## config.mk

```make
export PLATFORM = sky130hd
export DESIGN_NAME = hrrn_scheduler
export DESIGN_NICKNAME = d
export VERILOG_FILES = /design/src/sv/hrrn_pkg.sv /design/src/sv/hrrn_ram.sv /design/src/sv/hrrn_scheduler.sv
export SDC_FILE = /design/constraint.sdc
export NUM_CORES = 2
export LEC_CHECK = 0
export ABC_AREA = 1
export BUFFER_PORTS_ARGS = -buffer_cell sky130_fd_sc_hd__buf_2
export CORE_MARGIN = 8
export CORE_UTILIZATION = 40
export CTS_CLUSTER_DIAMETER = 120
export DETAILED_ROUTE_END_ITERATION = 8
export PLACE_DENSITY_LB_ADDON = 0.3
export SKIP_LAST_GASP = 1
export SLEW_MARGIN = 20
export SYNTH_ARGS = -nofsm -noshare
export SYNTH_HDL_FRONTEND = slang
export SYNTH_SLANG_ARGS = --single-unit
export TNS_END_PERCENT = 30
```

## constraint.sdc

```tcl
create_clock -name clk -period 11.3 [get_ports clk]
set_input_delay 1.695 -clock clk [delete_from_list [all_inputs] [get_ports clk]]
set_output_delay 1.695 -clock clk [all_outputs]
set_load 0.01 [all_outputs]
```

## src/sv/hrrn_pkg.sv

```systemverilog
// Shared constants for the highest-response-ratio-next scheduler.
// Depends on nothing; used by the top level and its checker.
package hrrn_pkg;

	localparam int SLOTS_DEF     = 16;
	localparam int ID_BITS_DEF   = 8;
	localparam int TIME_BITS_DEF = 16;

	localparam logic CMD_TICK   = 1'b0;
	localparam logic CMD_ARRIVE = 1'b1;

	localparam logic ST_OK   = 1'b0;
	localparam logic ST_DROP = 1'b1;

endpackage

```

## src/sv/hrrn_ram.sv

```systemverilog
// Generic single-write, single-read RAM with registered read data.
// Depends on nothing.
module hrrn_ram #(
	parameter int WIDTH = 8,
	parameter int DEPTH = 16
) (
	input  logic                     clk,
	input  logic                     we,
	input  logic [$clog2(DEPTH)-1:0] waddr,
	input  logic [WIDTH-1:0]         wdata,
	input  logic                     re,
	input  logic [$clog2(DEPTH)-1:0] raddr,
	output logic [WIDTH-1:0]         rdata
);

	logic [WIDTH-1:0] mem_q [DEPTH];
	logic [WIDTH-1:0] rdata_q;

	always_ff @(posedge clk) begin
		if (we) begin
			mem_q[waddr] <= wdata;
		end
		if (re) begin
			rdata_q <= mem_q[raddr];
		end
	end

	assign rdata = rdata_q;

endmodule

```

## src/sv/hrrn_scheduler.sv

```systemverilog
// Highest-response-ratio-next scheduler: top level with sequencer and shared multiplier.
// Depends on hrrn_pkg and hrrn_ram.
//
// Use: raise start with command, arrival_id and arrival_length; the beat is taken
// at a clock edge where busy is low. busy then stays high until the result is
// ready, and done pulses for one cycle with running_valid, running_id,
// running_left, waiting_count and status. The receiver cannot stall, so the
// result must be taken in that cycle; a new start may be taken in the same one.
// An arrival goes from acceptance straight to the finishing state.
// A tick that must dispatch a job from the waiting jobs first searches them; each
// candidate after the first needs two products from the one shared multiplier.
// The tick then runs the pass that compacts the table and ages the waits of the
// jobs still waiting, which moves one entry per cycle through the table RAM's
// single read and write port.
// Reset empties the table and clears the running job; no clearing pass is needed.
module hrrn_scheduler #(
	parameter int SLOTS     = hrrn_pkg::SLOTS_DEF,
	parameter int ID_BITS   = hrrn_pkg::ID_BITS_DEF,
	parameter int TIME_BITS = hrrn_pkg::TIME_BITS_DEF
) (
	input  logic                       clk,
	input  logic                       arst_n,
	input  logic                       start,
	input  logic                       command,
	input  logic [ID_BITS-1:0]         arrival_id,
	input  logic [TIME_BITS-1:0]       arrival_length,
	output logic                       busy,
	output logic                       done,
	output logic                       running_valid,
	output logic [ID_BITS-1:0]         running_id,
	output logic [TIME_BITS-1:0]       running_left,
	output logic [$clog2(SLOTS+1)-1:0] waiting_count,
	output logic                       status
);
	import hrrn_pkg::*;

	localparam int IW = $clog2(SLOTS);
	localparam int CW = $clog2(SLOTS + 1);
	localparam int T  = TIME_BITS;
	localparam int W  = ID_BITS + 2 * T;

	localparam logic [2:0] S_IDLE   = 3'd0;
	localparam logic [2:0] S_LOAD   = 3'd1;
	localparam logic [2:0] S_M1     = 3'd2;
	localparam logic [2:0] S_M2     = 3'd3;
	localparam logic [2:0] S_SEL    = 3'd4;
	localparam logic [2:0] S_PSTART = 3'd5;
	localparam logic [2:0] S_PRUN   = 3'd6;
	localparam logic [2:0] S_FIN    = 3'd7;

	logic [2:0]         state_q;
	logic [CW-1:0]      cnt_q;
	logic               run_valid_q;
	logic [ID_BITS-1:0] run_job_q;
	logic [T-1:0]       run_left_q;
	logic               done_q;
	logic               status_q;
	logic               tick_q;
	logic               rm_q;
	logic [IW-1:0]      i_q;
	logic [IW-1:0]      j_q;
	logic [IW-1:0]      best_idx_q;
	logic [ID_BITS-1:0] best_job_q;
	logic [T-1:0]       best_len_q;
	logic [T:0]         best_sum_q;
	logic [ID_BITS-1:0] cand_job_q;
	logic [T-1:0]       cand_len_q;
	logic [T:0]         cand_sum_q;
	logic [2*T:0]       prod_q;

	logic               accept;
	logic               need_dispatch;
	logic               ram_we;
	logic [IW-1:0]      ram_waddr;
	logic [W-1:0]       ram_wdata;
	logic               ram_re;
	logic [IW-1:0]      ram_raddr;
	logic [W-1:0]       ram_rdata;
	logic [ID_BITS-1:0] r_job;
	logic [T-1:0]       r_len;
	logic [T-1:0]       r_wait;
	logic [T:0]         r_sum;
	logic [T-1:0]       r_wait_inc;
	logic [T-1:0]       arr_len;
	logic [T:0]         mul_a;
	logic [T-1:0]       mul_b;
	logic [2*T:0]       mul_p;
	logic [CW-1:0]      j_nxt;
	logic [CW-1:0]      src;

	assign accept        = start && (state_q == S_IDLE);
	assign need_dispatch = !run_valid_q || (run_left_q == '0);

	assign r_job      = ram_rdata[W-1 -: ID_BITS];
	assign r_len      = ram_rdata[2*T-1:T];
	assign r_wait     = ram_rdata[T-1:0];
	assign r_sum      = {1'b0, r_len} + {1'b0, r_wait};
	assign r_wait_inc = (r_wait == '1) ? r_wait : r_wait + T'(1);
	assign arr_len    = (arrival_length == '0) ? T'(1) : arrival_length;

	// The one multiplier serves both halves of the cross-multiplied ratio compare.
	assign mul_a = (state_q == S_M2) ? best_sum_q : r_sum;
	assign mul_b = (state_q == S_M2) ? cand_len_q : best_len_q;
	assign mul_p = {{T{1'b0}}, mul_a} * {{(T+1){1'b0}}, mul_b};

	// During the compaction pass, entries above the dispatched one move down by one.
	assign j_nxt = (state_q == S_PRUN) ? CW'(j_q) + CW'(1) : '0;
	assign src   = (rm_q && (j_nxt >= CW'(best_idx_q))) ? j_nxt + CW'(1) : j_nxt;

	always_comb begin
		ram_re    = 1'b0;
		ram_raddr = '0;
		unique case (state_q)
			S_IDLE: begin
				ram_re = accept;
			end
			S_LOAD: begin
				ram_re    = 1'b1;
				ram_raddr = IW'(1);
			end
			S_M1: begin
				ram_re    = 1'b1;
				ram_raddr = i_q + IW'(1);
			end
			S_PSTART, S_PRUN: begin
				ram_re    = 1'b1;
				ram_raddr = src[IW-1:0];
			end
			default: begin
				ram_re = 1'b0;
			end
		endcase
	end

	always_comb begin
		ram_we    = 1'b0;
		ram_waddr = j_q;
		ram_wdata = {r_job, r_len, r_wait_inc};
		if (accept && (command == CMD_ARRIVE) && (cnt_q < CW'(SLOTS))) begin
			ram_we    = 1'b1;
			ram_waddr = cnt_q[IW-1:0];
			ram_wdata = {arrival_id, arr_len, {T{1'b0}}};
		end else if (state_q == S_PRUN) begin
			ram_we = 1'b1;
		end
	end

	hrrn_ram #(
		.WIDTH(W),
		.DEPTH(SLOTS)
	) u_table (
		.clk  (clk),
		.we   (ram_we),
		.waddr(ram_waddr),
		.wdata(ram_wdata),
		.re   (ram_re),
		.raddr(ram_raddr),
		.rdata(ram_rdata)
	);

	always_ff @(posedge clk or negedge arst_n) begin
		if (!arst_n) begin
			state_q     <= S_IDLE;
			cnt_q       <= '0;
			run_valid_q <= 1'b0;
			run_job_q   <= '0;
			run_left_q  <= '0;
			done_q      <= 1'b0;
			status_q    <= ST_OK;
			tick_q      <= 1'b0;
			rm_q        <= 1'b0;
		end else begin
			done_q <= 1'b0;
			unique case (state_q)
				S_IDLE: begin
					if (accept) begin
						status_q <= ST_OK;
						tick_q   <= (command == CMD_TICK);
						rm_q     <= 1'b0;
						if (command == CMD_ARRIVE) begin
							if (cnt_q < CW'(SLOTS)) begin
								cnt_q <= cnt_q + CW'(1);
							end else begin
								status_q <= ST_DROP;
							end
							state_q <= S_FIN;
						end else if (need_dispatch && (cnt_q != '0)) begin
							state_q <= S_LOAD;
						end else begin
							if (need_dispatch) begin
								run_valid_q <= 1'b0;
								run_job_q   <= '0;
								run_left_q  <= '0;
							end
							state_q <= S_PSTART;
						end
					end
				end
				S_LOAD: begin
					best_idx_q <= '0;
					best_job_q <= r_job;
					best_len_q <= r_len;
					best_sum_q <= r_sum;
					i_q        <= IW'(1);
					state_q    <= (cnt_q > CW'(1)) ? S_M1 : S_SEL;
				end
				S_M1: begin
					cand_job_q <= r_job;
					cand_len_q <= r_len;
					cand_sum_q <= r_sum;
					prod_q     <= mul_p;
					state_q    <= S_M2;
				end
				S_M2: begin
					// Greater or equal lets the later arrival win a tie.
					if (prod_q >= mul_p) begin
						best_idx_q <= i_q;
						best_job_q <= cand_job_q;
						best_len_q <= cand_len_q;
						best_sum_q <= cand_sum_q;
					end
					if (CW'(i_q) + CW'(1) < cnt_q) begin
						i_q     <= i_q + IW'(1);
						state_q <= S_M1;
					end else begin
						state_q <= S_SEL;
					end
				end
				S_SEL: begin
					run_valid_q <= 1'b1;
					run_job_q   <= best_job_q;
					run_left_q  <= best_len_q;
					cnt_q       <= cnt_q - CW'(1);
					rm_q        <= 1'b1;
					state_q     <= S_PSTART;
				end
				S_PSTART: begin
					j_q     <= '0;
					state_q <= (cnt_q == '0) ? S_FIN : S_PRUN;
				end
				S_PRUN: begin
					if (CW'(j_q) + CW'(1) < cnt_q) begin
						j_q <= j_q + IW'(1);
					end else begin
						state_q <= S_FIN;
					end
				end
				S_FIN: begin
					if (tick_q && run_valid_q && (run_left_q != '0)) begin
						run_left_q <= run_left_q - T'(1);
					end
					done_q  <= 1'b1;
					state_q <= S_IDLE;
				end
				default: begin
					state_q <= S_IDLE;
				end
			endcase
		end
	end

	assign busy          = (state_q != S_IDLE);
	assign done          = done_q;
	assign running_valid = run_valid_q;
	assign running_id    = run_valid_q ? run_job_q : '0;
	assign running_left  = run_valid_q ? run_left_q : '0;
	assign waiting_count = cnt_q;
	assign status        = status_q;

endmodule

```

Word level (Yosys, flattened, before mapping)
Memories as Yosys holds them, arrays and structs flattened. A register that Yosys moved wholly into a read port is not among the register bits.
Cells that the tools add are included.
Word-level totals
  memories kept: 1
  bits in registers: 164
  input bits: 28
  word-level logic and storage cells: 150
  bits in writable memories: 640
Memory list
  u_table.mem_q: depth 16, bits a word 40, read ports 1, clocked after Yosys merged registers in 1, write ports 1, line hrrn_ram.sv:16  | logic [WIDTH-1:0] mem_q [DEPTH];
Operators by class
  $add $sub $neg: 10
  reductions and logical operators: 32
  multipliers: 1
  mux-type cells: 61
  magnitude comparators: 6
  eq/ne operators: 19
  bitwise operators: 1
Operator list (number)
  $mux 16: 10
  $mux 8: 6
  $pmux 16 s3: 1
  $mux 40: 1
  $mux 17: 2
  $pmux 17 s2: 1
  $ge 33x33->1: 1
  $mul 17x16->33: 1
  $logic_not 16->1: 2
  $pmux 16 s2: 1
  $pmux 8 s2: 2
  $pmux 3 s8: 1
  $pmux 4 s2: 3
  $mux 4: 5
  $mux 5: 4
  $mux 3: 6
  $add 16x16->17: 1
  $add 16x1->16 const B: 1
  $eq 16x16->1 const B: 1
  $reduce_bool 16->1: 1
  $sub 16x1->16 const B: 1
  $ne 2x2->1 const B: 7
  $mux 1: 13
  $add 4x1->4 const B: 3
  30 further kinds: 55

Depth between registers and ports, before layout
  depth after elaboration: 7
  mapped depth: 47
  depth with buffers taken out: 47

Modules after synthesis
Synthesis repeated with hierarchy kept, for this count alone.
Unflattened totals
  cells, all modules: 5167
  area, all modules: 48611.6 um^2
Modules (own cells, without submodules)
  hrrn_ram: instances 1, cells an instance 2643, sequential area each 20419.6 um^2, area an instance 28718.8 um^2
  hrrn_scheduler: instances 1, cells an instance 2524, sequential area each 4739.5 um^2, area an instance 19892.8 um^2

Worst setup path after synthesis
Ideal clock, no wire load.
  path type: reg-to-reg
  start: reg u_table.rdata_q[0], in the netlist u_table.rdata[0], read port of u_table.mem_q
  end: reg best_idx_q[0], enable pin
  period minus slack after synthesis: 10352 ps
  cell stages (with the launch flop): 43
  path slack: 948 ps
  library setup time: 462 ps
  data required time: 10838 ps
  arrival: 9889 ps
  cells stage by stage: edfxtp_1 -> ha_1 -> inv_1 -> fa_1 -> inv_1 -> nand3_1 -> nand2_1 -> nand3_1 -> nand3_1 -> a21oi_1 -> o21ai_1 -> a21oi_1 -> xor2_1 -> nand2_1 -> buf_2 -> nand3_1 -> fa_1 -> fa_1 -> [... 7 more ...] -> ha_1 -> nand2_1 -> nor2_1 -> nand3_1 -> nand2_1 -> a21oi_1 -> o21bai_1 -> a21oi_1 -> or2_2 -> nand2_1 -> inv_1 -> ha_1 -> nand2_1 -> nor3_1 -> nand2_1 -> nor4_1 -> nor3_1 -> a21oi_1
Between the ends
  cells in the longest elaborated chain, start to end: 6
RTL lines
  start, declared: line hrrn_ram.sv:17  | logic [WIDTH-1:0] rdata_q;
  $add 16x16->17: line hrrn_scheduler.sv:97  | assign r_sum = {1'b0, r_len} + {1'b0, r_wait};
  $mux 17: line hrrn_scheduler.sv:102  | assign mul_a = (state_q == S_M2) ? best_sum_q : r_sum;
  $mul 17x16->33: line hrrn_scheduler.sv:104  | assign mul_p = {{T{1'b0}}, mul_a} * {{(T+1){1'b0}}, mul_b};
  net mul_p[28]: line hrrn_scheduler.sv:87  | logic [2*T:0] mul_p;
  $ge 33x33->1: line hrrn_scheduler.sv:216  | if (prod_q >= mul_p) begin
  $ne 2x1->1 (no source line)
  $reduce_and 3->1 (no source line)
  end signal, assigned: line hrrn_scheduler.sv:217  | best_idx_q <= i_q;
  end, declared: line hrrn_scheduler.sv:62  | logic [IW-1:0] best_idx_q;
The timed path passes the listed nets, and every way through them passes these cells.
A chain may end at the register's enable or synchronous reset.

Final worst setup path
  start: reg u_table.rdata_q[2], in the netlist u_table.rdata[2], read port of u_table.mem_q
  end: reg best_sum_q[0], enable pin
Between the ends
  cells in the longest elaborated chain, start to end: 6
RTL lines
  $add 16x16->17: line hrrn_scheduler.sv:97
  net r_sum[11]: line hrrn_scheduler.sv:82  | logic [T:0] r_sum;
  $mux 17: line hrrn_scheduler.sv:102
  $mul 17x16->33: line hrrn_scheduler.sv:104
  net mul_p[29]: line hrrn_scheduler.sv:87
  $ge 33x33->1: line hrrn_scheduler.sv:216
  $ne 2x1->1 (no source line)
  $reduce_and 3->1 (no source line)
  end signal, assigned: line hrrn_scheduler.sv:203  | best_sum_q <= r_sum;
  end signal, assigned: line hrrn_scheduler.sv:220  | best_sum_q <= cand_sum_q;
  end, declared: line hrrn_scheduler.sv:65  | logic [T:0] best_sum_q;
The timed path passes the listed nets, and every way through them passes these cells.

==> metrics.md <==
| Metric | Value |
|---|---|
| Placer Congestion | `0.9259` |
| Vias in the first global route | `33,479` |
| Antenna viol nets, final | `0` |
| Clock sink count | `844` |
| Class of the worst hold path | `reg -> reg` |
| Initial antenna violation count | `1` |
| Reg2reg start | `u_table.rdata[2]$_DFFE_PP_` |
| Period utilization | `89.86%` |
| Post-synth EDFFs | `807` |
| Synth area leaders | `edfxtp_1, nand3_1, fa_1` |
| RSZ-0062 raised after global routing | `no` |
| Crit path max fanout | `45` |
| Worst Setup Start Kind | `flop` |
| Global route overflow | `0` |
| Pin count of the biggest net entering global routing | `around 200` |
| Starting Density | `about two fifths` |
| Worst hold start | `best_job_q[3]$_DFFE_PP_` |
| DRC | `0` |
| Max Cap Viol | `0` |
| Worst r2r path cells | `39` |
| Die footprint | `between 100,000 and 150,000 um2` |
| CP max stage cell | `buf_4` |
| Resize count post-CTS | `0` |
| # port buffers | `60` |
| Hold Crit Depth | `2` |
| ANT cells | `0` |
| Most frequent cell after synthesis | `inv_1` |
| Yosys top cell by area | `edfxtp_1` |
| Via Count | `34,385` |
| Post-Synthesis Cell Area | `between 40,000 and 50,000 um2` |
| Crit Path Class | `reg -> reg` |
| CTS H-tree depth | `3` |
| Core box area | `~120,000 um2` |
| Asr flop ratio synth | `under 10%` |
| Fraction of layout cells with a size suffix above 1 | `~6.5%` |
| First-pass GRT wire length | `207.9 mm` |
| Rel. slew slack | `17.09%` |
| Wire per inst | `~21 um` |
| I/O pin count | `slightly above 60` |
| Pins Over Slew Limit | `0` |
| Worst path arrival time | `10.42 ns` |
| Drt first-iter violations | `3,146` |
| Fmax | `around 98 MHz` |
| Core Rows | `127` |
| Worst path required time | `~12 ns` |
| Synth Flop Type | `edfxtp_1` |
| Register bit total from synthesis | `around 840` |
| Tightest Pin Transition | `approximately 1.2 ns` |
| Hpwl dp | `82.49 mm` |
| Routed wire length | `138.0 mm` |
| DIE WIDTH | `about 360 um` |
| Mean Syn Cell Area | `9.769 um2` |
| DIE HEIGHT | `363.2 um` |
| Worst-Skew Late Latency | `0.68 ns` |
| Delay of the slowest critical-path stage | `slightly above 0.6 ns` |
| DRT Pass-1 Iters | `6` |
| Final setup skew | `about 0.060 ns` |
| Vias/cell | `between 5 and 6` |
| Layout area overhead | `10.32%` |
| Clock slew at reported path FFs | `0.06 ns` |
| Synth cell count leaders | `inv_1, nand3_1, edfxtp_1, nand2_1, nor2_1` |
| Seq/Total Area, Yosys | `52.17%` |
| Mapped Nets | `5,351` |
| Num CTS Buffers | `89` |
| Status | `complete, no violations` |
| Setup Buffers After CTS | `0` |
| # setup viols final | `0` |
| Crit. End Element | `flop` |
| Gr usage total | `20.47%` |
| Synthesized instance count | `4,936` |
| Final hold vios | `0` |
| Fin nets | `5,354` |
| Worst-case clock buffer depth | `3` |
| Hold buffers post-CTS | `0` |
| Minimum clock period | `10.15 ns` |
| Root buf cell | `clkbuf_16` |
| Setup TNS | `0 ns` |
| Yosys warning total | `0` |
| CTS tree | `yes` |
| Top-area cell type share of the netlist area | `50.25%` |
| Count of cell types in the netlist | `50` |
| Worst setup path start | `u_table.rdata[2]$_DFFE_PP_` |
==> sequential cells by signal (all words and copies together), names as in the netlist, 3 cells and up <==
| register | flops |
|---|---|
| u_table.mem_q | 640 |
| u_table.rdata | 40 |
| prod_q | 33 |
| best_sum_q | 17 |
| cand_sum_q | 17 |
| best_len_q | 16 |
| cand_len_q | 16 |
| run_left_q | 16 |
| best_job_q | 8 |
| cand_job_q | 8 |
| run_job_q | 8 |
| waiting_count | 5 |
| best_idx_q | 4 |
| i_q | 4 |
| j_q | 4 |
| state_q | 3 |
==> cell type report <==
cell class	count	area, um2
Clock buffer	106	2291
Clock inverter	56	510.5
Fill cell	11427	66610
Inverter	1054	3960
Multi-Input combinational cell	2810	18310
Sequential cell	844	25160
Tap cell	1612	2017
Timing Repair Buffer	140	954.7
==> layer usage <==
layer,GRT usage [%],vias up,share of wire (%)
li1,-,16136,-
met1,28.92,16649,44
met2,32.83,1360,45
met3,2.899,240,7.7
met4,6.082,0,2.8
met5,0,-,0
==> layout by cell type, fill, tap and decap left out, types with 20 or more instances in the layout <==
cell type,instances
inv_1,1039
nand3_1,904
edfxtp_1,807
nand2_1,753
fa_1,209
nor2_1,201
ha_1,177
o21ai_0,135
nand3b_1,121
clkbuf_16,89
a21oi_1,84
buf_4,75
buf_2,60
xor2_1,37
dfrtp_1,37
clkinv_1,25
nor3_1,21
clkinv_2,21
xnor2_1,20
==> kinds of logic (layout without fill, tap and decap cells) <==
family / after synthesis / after routing / synth area share, %
buffers and inverters: 1282 / 1356 / 10.36
AOI/OAI and AO/OA: 305 / 305 / 3.467
xor gates and xnor gates: 57 / 57 / 1.035
adders and majority gates: 387 / 387 / 13.30
and+or+nand+nor: 2061 / 2061 / 19.67
DFF: 844 / 844 / 52.17
==> metrics by stage <==
step | cells | worst slack [ns] | hold slack [ns] | instance area (um2) | utilization, %
after floorplan | 4936 | 0.9485 | 0.4297 | 48220 | -
after global placement | 6460 | 1.440 | 0.4357 | 50370 | 42.04
after detailed placement | 6460 | 1.311 | 0.4485 | 50380 | 42.05
after CTS | 6622 | 1.271 | 0.4675 | 53180 | 44.39
after global routing | 6622 | 0.3827 | 0.4983 | 53200 | 44.40
final | 6622 | 1.146 | 0.4679 | 53200 | 44.40
==> final timing paths <==
| kind | endpoint | slack [ns] |
|---|---|---|
| worst max-delay path | best_sum_q[0]$_DFFE_PP_ | 1.15 |
| worst min-delay path | run_job_q[3]$_DFFE_PN0P_ | 0.47 |
| worst max register to register | best_sum_q[0]$_DFFE_PP_ | 1.15 |
| worst min register to register | run_job_q[3]$_DFFE_PN0P_ | 0.47 |
| max in group asynchronous | waiting_count[0]$_DFFE_PN0P_ | 9.71 |
| min in group asynchronous | run_job_q[5]$_DFFE_PN0P_ | 1.15 |
==> worst max-delay path: cells and delay by family (launching register included) <==
family | cells | cell delay [ns]
buffers and inverters | 8 | 1.01
and+or+nand+nor | 10 | 1.64
DFF | 1 | 0.46
AOI/OAI and AO/OA | 10 | 2.33
adders and majority gates | 9 | 3.81
xor gates and xnor gates | 2 | 0.46
Power is not shown: default switching activity piles up to over one toggle a cycle in this logic, so the estimate is an artifact.
